`config.mk`:
```
export PLATFORM = sky130hd
export DESIGN_NAME = particle_euler_step_with_bounce_top
export DESIGN_NICKNAME = d
export VERILOG_FILES = /design/src/hw/rtl/pes_pkg.sv /design/src/hw/rtl/pes_seq.sv /design/src/hw/rtl/pes_dp.sv /design/src/hw/rtl/particle_euler_step_with_bounce_top.sv
export VERILOG_INCLUDE_DIRS = /design/src /design/src/hw/rtl
export SDC_FILE = /design/constraint.sdc
export NUM_CORES = 2
export LEC_CHECK = 0
export BUFFER_PORTS_ARGS = -buffer_cell sky130_fd_sc_hd__buf_2
export CAP_MARGIN = 40
export CORE_MARGIN = 3
export CORE_UTILIZATION = 45
export DETAILED_ROUTE_END_ITERATION = 6
export GPL_TIMING_DRIVEN = 1
export PLACE_DENSITY = 0.69
export SLEW_MARGIN = 20
export SYNTH_ARGS = -nofsm -noshare
export SYNTH_HDL_FRONTEND = slang
export SYNTH_SLANG_ARGS = --single-unit
```
`constraint.sdc`:
```
create_clock -name clk -period 17.8 [get_ports clk]
set_clock_uncertainty 0.2 [all_clocks]
set_input_delay 1.78 -clock clk [delete_from_list [all_inputs] [get_ports clk]]
set_output_delay 1.78 -clock clk [all_outputs]
set_load 0.005 [all_outputs]
```
`src/hw/rtl/assert_macros.svh`:
```
// ----------------------------------------------------------------------------
// Assertion macros
// Shared concurrent assertion forms, clocked and disabled during reset.
// ----------------------------------------------------------------------------
`ifndef ASSERT_MACROS_SVH
`define ASSERT_MACROS_SVH

// Same-cycle implication.
`define ASSERT_IMPLIES(label, clk, rst_n, ante, cons) \
    label: assert property (@(posedge clk) disable iff (!rst_n) (ante) |-> (cons)) \
        else $error("assertion failed: same-cycle implication");

// Next-cycle implication.
`define ASSERT_NEXT(label, clk, rst_n, ante, cons) \
    label: assert property (@(posedge clk) disable iff (!rst_n) (ante) |=> (cons)) \
        else $error("assertion failed: next-cycle implication");

`endif

```
`src/hw/rtl/pes_pkg.sv`:
```
// ----------------------------------------------------------------------------
// pes_pkg
// Widths, microcode word layout and the microprogram of the particle stepper.
// ----------------------------------------------------------------------------
package pes_pkg;

    localparam int DATA_W    = 32;
    localparam int DT_W      = 16;
    localparam int DAMP_W    = 17;
    localparam int OPA_W     = DATA_W + 1;
    localparam int OPB_W     = 26;
    localparam int PROD_W    = OPA_W + OPB_W;
    localparam int UPC_W     = 4;
    localparam int CFG_IDX_W = 3;

    localparam logic [CFG_IDX_W-1:0] REG_GRAVITY = 3'd0;
    localparam logic [CFG_IDX_W-1:0] REG_ACCEL_X = 3'd1;
    localparam logic [CFG_IDX_W-1:0] REG_ACCEL_Y = 3'd2;
    localparam logic [CFG_IDX_W-1:0] REG_ACCEL_Z = 3'd3;
    localparam logic [CFG_IDX_W-1:0] REG_DAMPING = 3'd4;

    localparam logic signed [DATA_W-1:0] ACCEL_Y_RESET = -32'sd642908;
    localparam logic [DAMP_W-1:0]        DAMPING_RESET = 17'd52429;

    typedef enum logic [2:0] {
        A_AX, A_AY, A_AZ, A_VX, A_VY, A_VZ, A_NVY
    } a_sel_t;

    typedef enum logic [1:0] {
        B_DT, B_DAMP, B_NINE
    } b_sel_t;

    typedef enum logic [1:0] {
        ACC_NONE, ACC_ADD, ACC_SCALE, ACC_BOUNCE
    } acc_t;

    typedef enum logic [2:0] {
        D_VX, D_VY, D_VZ, D_PX, D_PY, D_PZ
    } dst_t;

    typedef enum logic [2:0] {
        FL_NEXT, FL_JUMP, FL_JNG, FL_JNF, FL_DONE
    } flow_t;

    typedef struct packed {
        a_sel_t           a_sel;
        b_sel_t           b_sel;
        acc_t             acc;
        dst_t             dst;
        logic             floor_chk;
        logic             wall;
        logic             load_vel;
        flow_t            flow;
        logic [UPC_W-1:0] target;
    } uword_t;

    typedef struct packed {
        logic gravity;
        logic floor;
    } pes_stat_t;

    localparam logic [UPC_W-1:0] ENTRY_STEP = 4'd0;
    localparam logic [UPC_W-1:0] ENTRY_LOAD = 4'd13;

    function automatic uword_t uw(input a_sel_t a, input b_sel_t b, input acc_t acc,
                                  input dst_t dst, input logic fl, input logic wl,
                                  input logic ld, input flow_t flow,
                                  input logic [UPC_W-1:0] tgt);
        uword_t w;
        w.a_sel     = a;
        w.b_sel     = b;
        w.acc       = acc;
        w.dst       = dst;
        w.floor_chk = fl;
        w.wall      = wl;
        w.load_vel  = ld;
        w.flow      = flow;
        w.target    = tgt;
        return w;
    endfunction

    // Each word multiplies into the product register and, in the same cycle,
    // retires the product of the previous word into its destination.
    function automatic uword_t ucode(input logic [UPC_W-1:0] addr);
        uword_t w;
        unique case (addr)
            4'd0:  w = uw(A_AX,  B_DT,   ACC_NONE,   D_VX, 1'b0, 1'b0, 1'b0, FL_JNG,  4'd4);
            4'd1:  w = uw(A_AY,  B_DT,   ACC_ADD,    D_VX, 1'b0, 1'b0, 1'b0, FL_NEXT, 4'd0);
            4'd2:  w = uw(A_AZ,  B_DT,   ACC_ADD,    D_VY, 1'b0, 1'b0, 1'b0, FL_NEXT, 4'd0);
            4'd3:  w = uw(A_VX,  B_DT,   ACC_ADD,    D_VZ, 1'b0, 1'b0, 1'b0, FL_JUMP, 4'd5);
            4'd4:  w = uw(A_VX,  B_DT,   ACC_NONE,   D_VX, 1'b0, 1'b0, 1'b0, FL_NEXT, 4'd0);
            4'd5:  w = uw(A_VY,  B_DT,   ACC_ADD,    D_PX, 1'b0, 1'b0, 1'b0, FL_NEXT, 4'd0);
            4'd6:  w = uw(A_VZ,  B_DT,   ACC_ADD,    D_PY, 1'b0, 1'b0, 1'b0, FL_NEXT, 4'd0);
            4'd7:  w = uw(A_NVY, B_DAMP, ACC_ADD,    D_PZ, 1'b1, 1'b0, 1'b0, FL_JNF,  4'd11);
            4'd8:  w = uw(A_VX,  B_NINE, ACC_BOUNCE, D_VY, 1'b0, 1'b0, 1'b0, FL_NEXT, 4'd0);
            4'd9:  w = uw(A_VZ,  B_NINE, ACC_SCALE,  D_VX, 1'b0, 1'b0, 1'b0, FL_NEXT, 4'd0);
            4'd10: w = uw(A_VX,  B_DT,   ACC_SCALE,  D_VZ, 1'b0, 1'b0, 1'b0, FL_NEXT, 4'd0);
            4'd11: w = uw(A_VX,  B_DT,   ACC_NONE,   D_VX, 1'b0, 1'b1, 1'b0, FL_NEXT, 4'd0);
            4'd12: w = uw(A_VX,  B_DT,   ACC_NONE,   D_VX, 1'b0, 1'b0, 1'b0, FL_DONE, 4'd0);
            4'd13: w = uw(A_VX,  B_DT,   ACC_NONE,   D_VX, 1'b0, 1'b0, 1'b1, FL_JUMP, 4'd12);
            default: w = uw(A_VX, B_DT,  ACC_NONE,   D_VX, 1'b0, 1'b0, 1'b0, FL_DONE, 4'd0);
        endcase
        return w;
    endfunction

endpackage

```
`src/hw/rtl/pes_seq.sv`:
```
// ----------------------------------------------------------------------------
// pes_seq
// Microprogram sequencer: step counter, control ROM and conditional jumps.
// ----------------------------------------------------------------------------
module pes_seq (
    input  logic              clk,
    input  logic              rst_n,
    input  logic              start,
    input  logic              load_op,
    input  pes_pkg::pes_stat_t stat,
    input  logic              out_blocked,
    output pes_pkg::uword_t   ctl,
    output logic              exec,
    output logic              busy,
    output logic              done
);
    import pes_pkg::*;

    logic [UPC_W-1:0] upc_reg;
    logic [UPC_W-1:0] upc_next;
    logic             busy_reg;
    logic             busy_next;
    logic [UPC_W-1:0] upc_inc;

    assign ctl     = ucode(upc_reg);
    assign upc_inc = upc_reg + 1'b1;
    assign exec    = busy_reg;
    assign busy    = busy_reg;
    assign done    = busy_reg && (ctl.flow == FL_DONE) && !out_blocked;

    always_comb begin
        upc_next  = upc_reg;
        busy_next = busy_reg;
        if (start) begin
            upc_next  = load_op ? ENTRY_LOAD : ENTRY_STEP;
            busy_next = 1'b1;
        end else if (busy_reg) begin
            unique case (ctl.flow)
                FL_NEXT: upc_next = upc_inc;
                FL_JUMP: upc_next = ctl.target;
                FL_JNG:  upc_next = stat.gravity ? upc_inc : ctl.target;
                FL_JNF:  upc_next = stat.floor ? upc_inc : ctl.target;
                FL_DONE: busy_next = !done;
                default: upc_next = upc_reg;
            endcase
        end
    end

    always_ff @(posedge clk or negedge rst_n) begin
        if (!rst_n) begin
            upc_reg  <= ENTRY_STEP;
            busy_reg <= 1'b0;
        end else begin
            upc_reg  <= upc_next;
            busy_reg <= busy_next;
        end
    end

endmodule

```
`src/hw/rtl/pes_dp.sv`:
```
// ----------------------------------------------------------------------------
// pes_dp
// Datapath: velocity state, working position, one shared multiplier with a
// product register, saturating accumulate, floor and wall rules.
// ----------------------------------------------------------------------------
module pes_dp #(
    parameter int FRAC_BITS = 16
) (
    input  logic                                   clk,
    input  logic                                   rst_n,
    input  logic                                   start,
    input  logic                                   exec,
    input  pes_pkg::uword_t                        ctl,
    input  logic                                   gravity_enable,
    input  logic signed [pes_pkg::DATA_W-1:0]      accel_x,
    input  logic signed [pes_pkg::DATA_W-1:0]      accel_y,
    input  logic signed [pes_pkg::DATA_W-1:0]      accel_z,
    input  logic [pes_pkg::DAMP_W-1:0]             bounce_damping,
    input  logic [pes_pkg::DT_W-1:0]               delta_time,
    input  logic signed [pes_pkg::DATA_W-1:0]      pos_x,
    input  logic signed [pes_pkg::DATA_W-1:0]      pos_y,
    input  logic signed [pes_pkg::DATA_W-1:0]      pos_z,
    input  logic signed [pes_pkg::DATA_W-1:0]      set_vel_x,
    input  logic signed [pes_pkg::DATA_W-1:0]      set_vel_y,
    input  logic signed [pes_pkg::DATA_W-1:0]      set_vel_z,
    output logic signed [pes_pkg::DATA_W-1:0]      px,
    output logic signed [pes_pkg::DATA_W-1:0]      py,
    output logic signed [pes_pkg::DATA_W-1:0]      pz,
    output logic signed [pes_pkg::DATA_W-1:0]      vx,
    output logic signed [pes_pkg::DATA_W-1:0]      vy,
    output logic signed [pes_pkg::DATA_W-1:0]      vz,
    output logic                                   hit,
    output pes_pkg::pes_stat_t                     stat
);
    import pes_pkg::*;

    localparam logic signed [DATA_W-1:0] HALF_FX  = DATA_W'(1 << (FRAC_BITS - 1));
    localparam logic signed [DATA_W-1:0] TEN_FX   = DATA_W'(10 << FRAC_BITS);
    localparam logic signed [DATA_W-1:0] TENTH_FX = DATA_W'(((1 << FRAC_BITS) + 5) / 10);
    localparam logic signed [OPB_W-1:0]  NINE_FX  = OPB_W'(((9 << FRAC_BITS) + 5) / 10);

    function automatic logic signed [DATA_W-1:0] sat32(input logic signed [PROD_W-1:0] v);
        logic [PROD_W-DATA_W:0] top;
        top = v[PROD_W-1:DATA_W-1];
        if (&top || ~|top) begin
            return v[DATA_W-1:0];
        end else if (v[PROD_W-1]) begin
            return {1'b1, {(DATA_W-1){1'b0}}};
        end
        return {1'b0, {(DATA_W-1){1'b1}}};
    endfunction

    // floor(-v / 2), computed one bit wider so the most negative value works.
    function automatic logic signed [DATA_W-1:0] half_neg(input logic signed [DATA_W-1:0] v);
        logic signed [DATA_W:0] n;
        n = -{v[DATA_W-1], v};
        return DATA_W'(n >>> 1);
    endfunction

    logic signed [DATA_W-1:0] vx_reg, vy_reg, vz_reg;
    logic signed [DATA_W-1:0] vx_next, vy_next, vz_next;
    logic signed [DATA_W-1:0] px_reg, py_reg, pz_reg;
    logic signed [DATA_W-1:0] px_next, py_next, pz_next;
    logic signed [DATA_W-1:0] setv_x_reg, setv_y_reg, setv_z_reg;
    logic [DT_W-1:0]          dt_reg, dt_next;
    logic                     hit_reg, hit_next;
    logic signed [PROD_W-1:0] prod_reg;
    logic signed [PROD_W-1:0] prod_next;

    logic signed [OPA_W-1:0]  opa;
    logic signed [OPB_W-1:0]  opb;
    logic signed [PROD_W-1:0] sh16;
    logic signed [PROD_W-1:0] shf;
    logic signed [PROD_W-1:0] acc_sum;
    logic signed [DATA_W-1:0] dst_cur;
    logic signed [DATA_W-1:0] bounce;
    logic signed [DATA_W-1:0] acc_val;
    logic                     floor_cond;
    logic                     x_out, z_out;

    always_comb begin
        unique case (ctl.a_sel)
            A_AX:    opa = {accel_x[DATA_W-1], accel_x};
            A_AY:    opa = {accel_y[DATA_W-1], accel_y};
            A_AZ:    opa = {accel_z[DATA_W-1], accel_z};
            A_VX:    opa = {vx_reg[DATA_W-1], vx_reg};
            A_VY:    opa = {vy_reg[DATA_W-1], vy_reg};
            A_VZ:    opa = {vz_reg[DATA_W-1], vz_reg};
            A_NVY:   opa = -{vy_reg[DATA_W-1], vy_reg};
            default: opa = '0;
        endcase
    end

    always_comb begin
        unique case (ctl.b_sel)
            B_DT:    opb = {{(OPB_W-DT_W){1'b0}}, dt_reg};
            B_DAMP:  opb = {{(OPB_W-DAMP_W){1'b0}}, bounce_damping};
            B_NINE:  opb = NINE_FX;
            default: opb = '0;
        endcase
    end

    assign prod_next = opa * opb;
    assign sh16      = prod_reg >>> DT_W;
    assign shf       = prod_reg >>> FRAC_BITS;

    always_comb begin
        unique case (ctl.dst)
            D_VX:    dst_cur = vx_reg;
            D_VY:    dst_cur = vy_reg;
            D_VZ:    dst_cur = vz_reg;
            D_PX:    dst_cur = px_reg;
            D_PY:    dst_cur = py_reg;
            D_PZ:    dst_cur = pz_reg;
            default: dst_cur = '0;
        endcase
    end

    assign acc_sum = PROD_W'(dst_cur) + sh16;
    assign bounce  = sat32(sh16);

    always_comb begin
        unique case (ctl.acc)
            ACC_ADD:    acc_val = sat32(acc_sum);
            ACC_SCALE:  acc_val = sat32(shf);
            // A rebound slower than a tenth comes to rest.
            ACC_BOUNCE: acc_val = ((bounce < TENTH_FX) && (bounce > -TENTH_FX)) ? '0 : bounce;
            default:    acc_val = '0;
        endcase
    end

    assign floor_cond = (py_reg < HALF_FX) && vy_reg[DATA_W-1];
    assign x_out      = (px_reg > TEN_FX) || (px_reg < -TEN_FX);
    assign z_out      = (pz_reg > TEN_FX) || (pz_reg < -TEN_FX);

    always_comb begin
        vx_next  = vx_reg;
        vy_next  = vy_reg;
        vz_next  = vz_reg;
        px_next  = px_reg;
        py_next  = py_reg;
        pz_next  = pz_reg;
        dt_next  = dt_reg;
        hit_next = hit_reg;
        if (start) begin
            px_next  = pos_x;
            py_next  = pos_y;
            pz_next  = pos_z;
            dt_next  = delta_time;
            hit_next = 1'b0;
        end else if (exec) begin
            if (ctl.acc != ACC_NONE) begin
                unique case (ctl.dst)
                    D_VX:    vx_next = acc_val;
                    D_VY:    vy_next = acc_val;
                    D_VZ:    vz_next = acc_val;
                    D_PX:    px_next = acc_val;
                    D_PY:    py_next = acc_val;
                    D_PZ:    pz_next = acc_val;
                    default: px_next = px_reg;
                endcase
            end
            if (ctl.floor_chk && floor_cond) begin
                py_next  = HALF_FX;
                hit_next = 1'b1;
            end
            if (ctl.wall) begin
                if (x_out) begin
                    vx_next = half_neg(vx_reg);
                    px_next = px_reg[DATA_W-1] ? -TEN_FX : TEN_FX;
                end
                if (z_out) begin
                    vz_next = half_neg(vz_reg);
                    pz_next = pz_reg[DATA_W-1] ? -TEN_FX : TEN_FX;
                end
            end
            if (ctl.load_vel) begin
                vx_next = setv_x_reg;
                vy_next = setv_y_reg;
                vz_next = setv_z_reg;
            end
        end
    end

    always_ff @(posedge clk or negedge rst_n) begin
        if (!rst_n) begin
            vx_reg  <= '0;
            vy_reg  <= '0;
            vz_reg  <= '0;
            hit_reg <= 1'b0;
        end else begin
            vx_reg  <= vx_next;
            vy_reg  <= vy_next;
            vz_reg  <= vz_next;
            hit_reg <= hit_next;
        end
    end

    always_ff @(posedge clk) begin
        px_reg   <= px_next;
        py_reg   <= py_next;
        pz_reg   <= pz_next;
        dt_reg   <= dt_next;
        prod_reg <= prod_next;
    end

    // The velocity to load is held from the transfer, since the input port
    // may already carry the next item when the load word runs.
    always_ff @(posedge clk) begin
        if (start) begin
            setv_x_reg <= set_vel_x;
            setv_y_reg <= set_vel_y;
            setv_z_reg <= set_vel_z;
        end
    end

    assign px           = px_reg;
    assign py           = py_reg;
    assign pz           = pz_reg;
    assign vx           = vx_reg;
    assign vy           = vy_reg;
    assign vz           = vz_reg;
    assign hit          = hit_reg;
    assign stat.gravity = gravity_enable;
    assign stat.floor   = floor_cond;

endmodule

```
`src/hw/rtl/particle_euler_step_with_bounce_top.sv`:
```
// ----------------------------------------------------------------------------
// particle_euler_step_with_bounce_top
// Semi-implicit Euler step of one body in signed fixed point, with a floor
// bounce and side walls at plus and minus ten.
// ----------------------------------------------------------------------------
// One item is worked at a time. From its transfer, a step item keeps the
// sequencer busy longest with gravity and a floor bounce and shortest with
// neither; a velocity load is shorter still. The busy time is set by the
// microprogram driving one shared 33x26 multiplier, one multiply per cycle,
// with each product retired into its destination by the following word. The
// result goes into an output register, and the next item is taken in the
// cycle after the result is written there, even while that result is still
// stalled. Configuration writes are taken at any time but belong in idle
// periods.
`include "assert_macros.svh"

module particle_euler_step_with_bounce_top #(
    parameter int FRAC_BITS = 16
) (
    input  logic                                   clk,
    input  logic                                   rst_n,
    input  logic                                   in_valid,
    output logic                                   in_stall,
    input  logic                                   operation,
    input  logic [pes_pkg::DT_W-1:0]               delta_time,
    input  logic signed [pes_pkg::DATA_W-1:0]      pos_x,
    input  logic signed [pes_pkg::DATA_W-1:0]      pos_y,
    input  logic signed [pes_pkg::DATA_W-1:0]      pos_z,
    input  logic signed [pes_pkg::DATA_W-1:0]      set_vel_x,
    input  logic signed [pes_pkg::DATA_W-1:0]      set_vel_y,
    input  logic signed [pes_pkg::DATA_W-1:0]      set_vel_z,
    output logic                                   out_valid,
    input  logic                                   out_stall,
    output logic signed [pes_pkg::DATA_W-1:0]      new_pos_x,
    output logic signed [pes_pkg::DATA_W-1:0]      new_pos_y,
    output logic signed [pes_pkg::DATA_W-1:0]      new_pos_z,
    output logic signed [pes_pkg::DATA_W-1:0]      new_vel_x,
    output logic signed [pes_pkg::DATA_W-1:0]      new_vel_y,
    output logic signed [pes_pkg::DATA_W-1:0]      new_vel_z,
    output logic                                   floor_hit,
    input  logic                                   cfg_write,
    input  logic [pes_pkg::CFG_IDX_W-1:0]          cfg_index,
    input  logic [pes_pkg::DATA_W-1:0]             cfg_data
);
    import pes_pkg::*;

    localparam logic signed [DATA_W-1:0] HALF_FX = DATA_W'(1 << (FRAC_BITS - 1));

    logic                     gravity_reg;
    logic signed [DATA_W-1:0] accel_x_reg, accel_y_reg, accel_z_reg;
    logic [DAMP_W-1:0]        damping_reg;

    logic                     start;
    logic                     seq_exec;
    logic                     seq_busy;
    logic                     seq_done;
    uword_t                   ctl;
    pes_stat_t                stat;

    logic signed [DATA_W-1:0] dp_px, dp_py, dp_pz, dp_vx, dp_vy, dp_vz;
    logic                     dp_hit;

    logic                     out_valid_reg, out_valid_next;
    logic signed [DATA_W-1:0] pos_x_reg, pos_y_reg, pos_z_reg;
    logic signed [DATA_W-1:0] vel_x_reg, vel_y_reg, vel_z_reg;
    logic                     hit_reg;

    always_ff @(posedge clk or negedge rst_n) begin
        if (!rst_n) begin
            gravity_reg <= 1'b1;
            accel_x_reg <= '0;
            accel_y_reg <= ACCEL_Y_RESET;
            accel_z_reg <= '0;
            damping_reg <= DAMPING_RESET;
        end else if (cfg_write) begin
            unique case (cfg_index)
                REG_GRAVITY: gravity_reg <= cfg_data[0];
                REG_ACCEL_X: accel_x_reg <= cfg_data;
                REG_ACCEL_Y: accel_y_reg <= cfg_data;
                REG_ACCEL_Z: accel_z_reg <= cfg_data;
                REG_DAMPING: damping_reg <= cfg_data[DAMP_W-1:0];
                default:     gravity_reg <= gravity_reg;
            endcase
        end
    end

    assign start    = in_valid && !seq_busy;
    assign in_stall = seq_busy;

    pes_seq u_seq (
        .clk         (clk),
        .rst_n       (rst_n),
        .start       (start),
        .load_op     (operation),
        .stat        (stat),
        .out_blocked (out_valid_reg && out_stall),
        .ctl         (ctl),
        .exec        (seq_exec),
        .busy        (seq_busy),
        .done        (seq_done)
    );

    pes_dp #(
        .FRAC_BITS (FRAC_BITS)
    ) u_dp (
        .clk            (clk),
        .rst_n          (rst_n),
        .start          (start),
        .exec           (seq_exec),
        .ctl            (ctl),
        .gravity_enable (gravity_reg),
        .accel_x        (accel_x_reg),
        .accel_y        (accel_y_reg),
        .accel_z        (accel_z_reg),
        .bounce_damping (damping_reg),
        .delta_time     (delta_time),
        .pos_x          (pos_x),
        .pos_y          (pos_y),
        .pos_z          (pos_z),
        .set_vel_x      (set_vel_x),
        .set_vel_y      (set_vel_y),
        .set_vel_z      (set_vel_z),
        .px             (dp_px),
        .py             (dp_py),
        .pz             (dp_pz),
        .vx             (dp_vx),
        .vy             (dp_vy),
        .vz             (dp_vz),
        .hit            (dp_hit),
        .stat           (stat)
    );

    // The sequencer holds at its final word until the output register is free.
    always_comb begin
        out_valid_next = out_valid_reg;
        if (seq_done) begin
            out_valid_next = 1'b1;
        end else if (!out_stall) begin
            out_valid_next = 1'b0;
        end
    end

    always_ff @(posedge clk or negedge rst_n) begin
        if (!rst_n) begin
            out_valid_reg <= 1'b0;
        end else begin
            out_valid_reg <= out_valid_next;
        end
    end

    always_ff @(posedge clk) begin
        if (seq_done) begin
            pos_x_reg <= dp_px;
            pos_y_reg <= dp_py;
            pos_z_reg <= dp_pz;
            vel_x_reg <= dp_vx;
            vel_y_reg <= dp_vy;
            vel_z_reg <= dp_vz;
            hit_reg   <= dp_hit;
        end
    end

    assign out_valid = out_valid_reg;
    assign new_pos_x = pos_x_reg;
    assign new_pos_y = pos_y_reg;
    assign new_pos_z = pos_z_reg;
    assign new_vel_x = vel_x_reg;
    assign new_vel_y = vel_y_reg;
    assign new_vel_z = vel_z_reg;
    assign floor_hit = hit_reg;

    `ASSERT_NEXT(a_accept_starts_seq, clk, rst_n, in_valid && !in_stall, seq_busy)
    `ASSERT_NEXT(a_done_loads_output, clk, rst_n, seq_done, out_valid)
    `ASSERT_IMPLIES(a_hit_rests_on_floor, clk, rst_n, out_valid && floor_hit, new_pos_y == HALF_FX)

endmodule
```
==> results by group <==
Run status
  • Outcome: finished with violations
  • Failing checks: design-rule violations

Synthesis
  • Yosys reg bits: 653
  • EDFF count, synth: 401
  • Area leader, netlist: edfxtp_1
  • Synth Area per Inst: 9.63 um2
  • Synth Warn #: 0
  • Synth cell types: 95
  • Top-count cell post-synth: nand2_1
  • Synth area leaders: edfxtp_1 23%, fa_1 21%, dfrtp_1 9.0%
  • Post-Synthesis Cells: 5413
  • Cell area after synthesis: 52100 um2
  • Top cells by count, synth: 866 x nand2_1, 652 x inv_1, 535 x fa_1
  • Syn Nets: 6360
  • Primary FF master, synth: edfxtp_1
  • Register area share after synthesis: 34.9%
  • Top cell type's share of synthesized area: a little under a quarter
  • Async SR Flop Fraction: 33.2%

Place
  • Post-DP HPWL: 164 mm
  • Placed cell count: 7218
  • Routability cong.: 1.04
  • Port-buffer cells: 443

Critical path
  • Kind of critical path: flop to flop
  • Crit-path slowest cell: nor2_1
  • Max FO, Critical Path: 57
  • Crit path DAT: about 11 ns
  • Max incr delay on CP: approximately 0.6 ns
  • Startpoint types: flop
  • Crit. End Element: flop
  • Reg2Reg Depth: 32
  • Worst EP required: 18.16 ns

STA
  • FMAX: 0.0943 GHz
  • Worst-Margin Slew: approximately 1.2 ns
  • Final setup fails: 0
  • RSZ-0062 raised after global routing: false
  • Fin Setup TNS: 0 ns
  • Fin. max-slew vios: 0
  • Final Hold Fails: 0
  • Slew HR: 23.1%
  • Final Cycle Share: 59.6%
  • Crit path time final: 10.60 ns

Floorplanning
  • Die area: 120000 um2
  • DIE WIDTH: roughly 350 um
  • Initial Util: 45.4%
  • Core Rows: about 120
  • I/O Pins: 444
  • Die extent in y: 346 um
  • Core Region: ~110000 um2

Final layout
  • Finished Layout Cells: 7379
  • Layout cells sized above 1: 16.6%
  • Nets: 6738
  • Filler cells: between 10k and 15k
  • Largest register FFs: 35
  • Area Growth Syn to Fin: 13.9%

Clock tree
  • CTS sink cnt: 653
  • Setup bufs post-CTS: 0
  • Hold buffers post-CTS: 0
  • Root Buffer: clkbuf_16
  • Reg clk slew, reported paths: ~0.060 ns
  • CTS tree: yes
  • Maximum buffer depth of the clock tree: 3
  • CTS buffer count: 73
  • # resized after CTS: 0
  • H-tree depth: 3
  • Clock latency at the later pin of the worst-skew pair: 0.69 ns

Global route
  • Largest net degree at the start of global routing: 117
  • Total GRT Usage: 35.1%
  • Global-route wire length before repair: between 300 and 400 mm
  • Residual overflow from global routing: 0
  • Vias in the first global route: 44.4k
  • Initial antenna violation count: 20

Route
  • Drt total wl: 215 mm
  • Avg Vias per Cell: 6.12
  • Routed Antenna Nets: 0
  • Drt wl/cell: 29.1 um
  • DR vias: approximately 45k
  • DRC Markers: 1
  • Initial detailed-routing violation count: ~5.5k
  • Drt first pass iters: 7

Worst hold path
  • Worst hold path depth: 0
  • Hold Path Class: flop to flop

Job
  • Max-cap violation count: 0
-- layer usage --
| layer | GRT usage (%) | part of all wire, % | vias to the layer above | wire length, um |
|---|---|---|---|---|
| met5 | 0 | 0.20 | - | 434 |
| met4 | 19.3 | 6.4 | 24 | 13800 |
| met3 | 12.9 | 13 | 623 | 28900 |
| met2 | 50.7 | 42 | 3123 | 89600 |
| met1 | 45.8 | 38 | 22400 | 81900 |
| li1 | - | - | 19000 | - |
-- metrics by stage --
step                instance area (um2)  worst slack, ns  utilization, %  hold WS (ns)
finish                            59400             7.20            51.8         0.263
global route                      59300             6.72            51.7         0.282
CTS                               59200             7.24            51.6         0.261
detailed placement                56700             7.26            49.5         0.247
global placement                  56300             7.46            49.1         0.247
floorplan                         52100             5.69               -         0.220
-- worst paths after layout --
path                             startpoint                end  slack [ns]
max                        u_seq.upc_reg[1]  u_dp.prod_reg[46]        7.20
min                              u_dp.py[9]       new_pos_y[9]        0.26
max reg2reg                u_seq.upc_reg[1]  u_dp.prod_reg[46]        7.20
min reg2reg                      u_dp.py[9]       new_pos_y[9]        0.26
max in group asynchronous             rst_n         u_seq.busy       14.84
min in group asynchronous             rst_n    accel_z_reg[22]        0.95
-- final cells by class --
type / instances / area (um2) / share of cell area (%)
inverters: 653 / 2460 / 4.14
diodes: 18 / 45.0 / 0.0759
well taps: 1512 / 1890 / 3.19
repair buffers: 621 / 3850 / 6.49
clock buffers: 90 / 1930 / 3.25
clock inverters: 43 / 483 / 0.814
multi-input cells: 3789 / 30500 / 51.4
flip-flops and latches: 653 / 18200 / 30.7
-- cell families (layout without fill, tap and decap cells) --
logic type                 after synthesis  in the layout  share of synthesized area (%)
adders and majority gates              698            698                           24.5
xor gates and xnor gates               131            131                           2.20
muxes                                  165            165                           3.57
AOI/OAI and AO/OA                     1008           1008                           12.7
DFF                                    653            653                           34.9
other                                    0             18                              0
buffers and inverters                  971           1407                           7.08
and+or+nand+nor                       1787           1787                           15.1
-- critical path: cells and delay by family, from the launching register on --
kind / cells / cell delay (ns)
fa+ha+maj: 8 / 3.55
compound gates: 10 / 3.03
simple gates: 8 / 2.22
buf+inv: 6 / 0.93
flops: 1 / 0.49
-- layout by cell type, fill, tap and decap left out, types with 40 or more instances in the layout --
master     synthesis  routed
nand2_1          866     864
inv_1            652     651
fa_1             535     535
buf_2              8     443
edfxtp_1         401     401
nor2_1           394     389
a21oi_1          262     256
dfrtp_1          188     187
o21ai_0          180     180
ha_1             163     163
buf_4              3     145
nand3_1          133     131
mux2_2           115     115
xnor2_1           91      91
a31oi_1           75      74
clkbuf_16          0      74
nor3_1            72      71
o211ai_1          58      58
nor2b_1           57      56
o21ai_1           55      51
o22ai_1           54      50
nand4_1           47      47
mux2i_1           45      45
and2_1            46      45
xor2_1            40      40
Power is not shown: default switching activity piles up to over one toggle a cycle in this logic, so the estimate is an artifact.
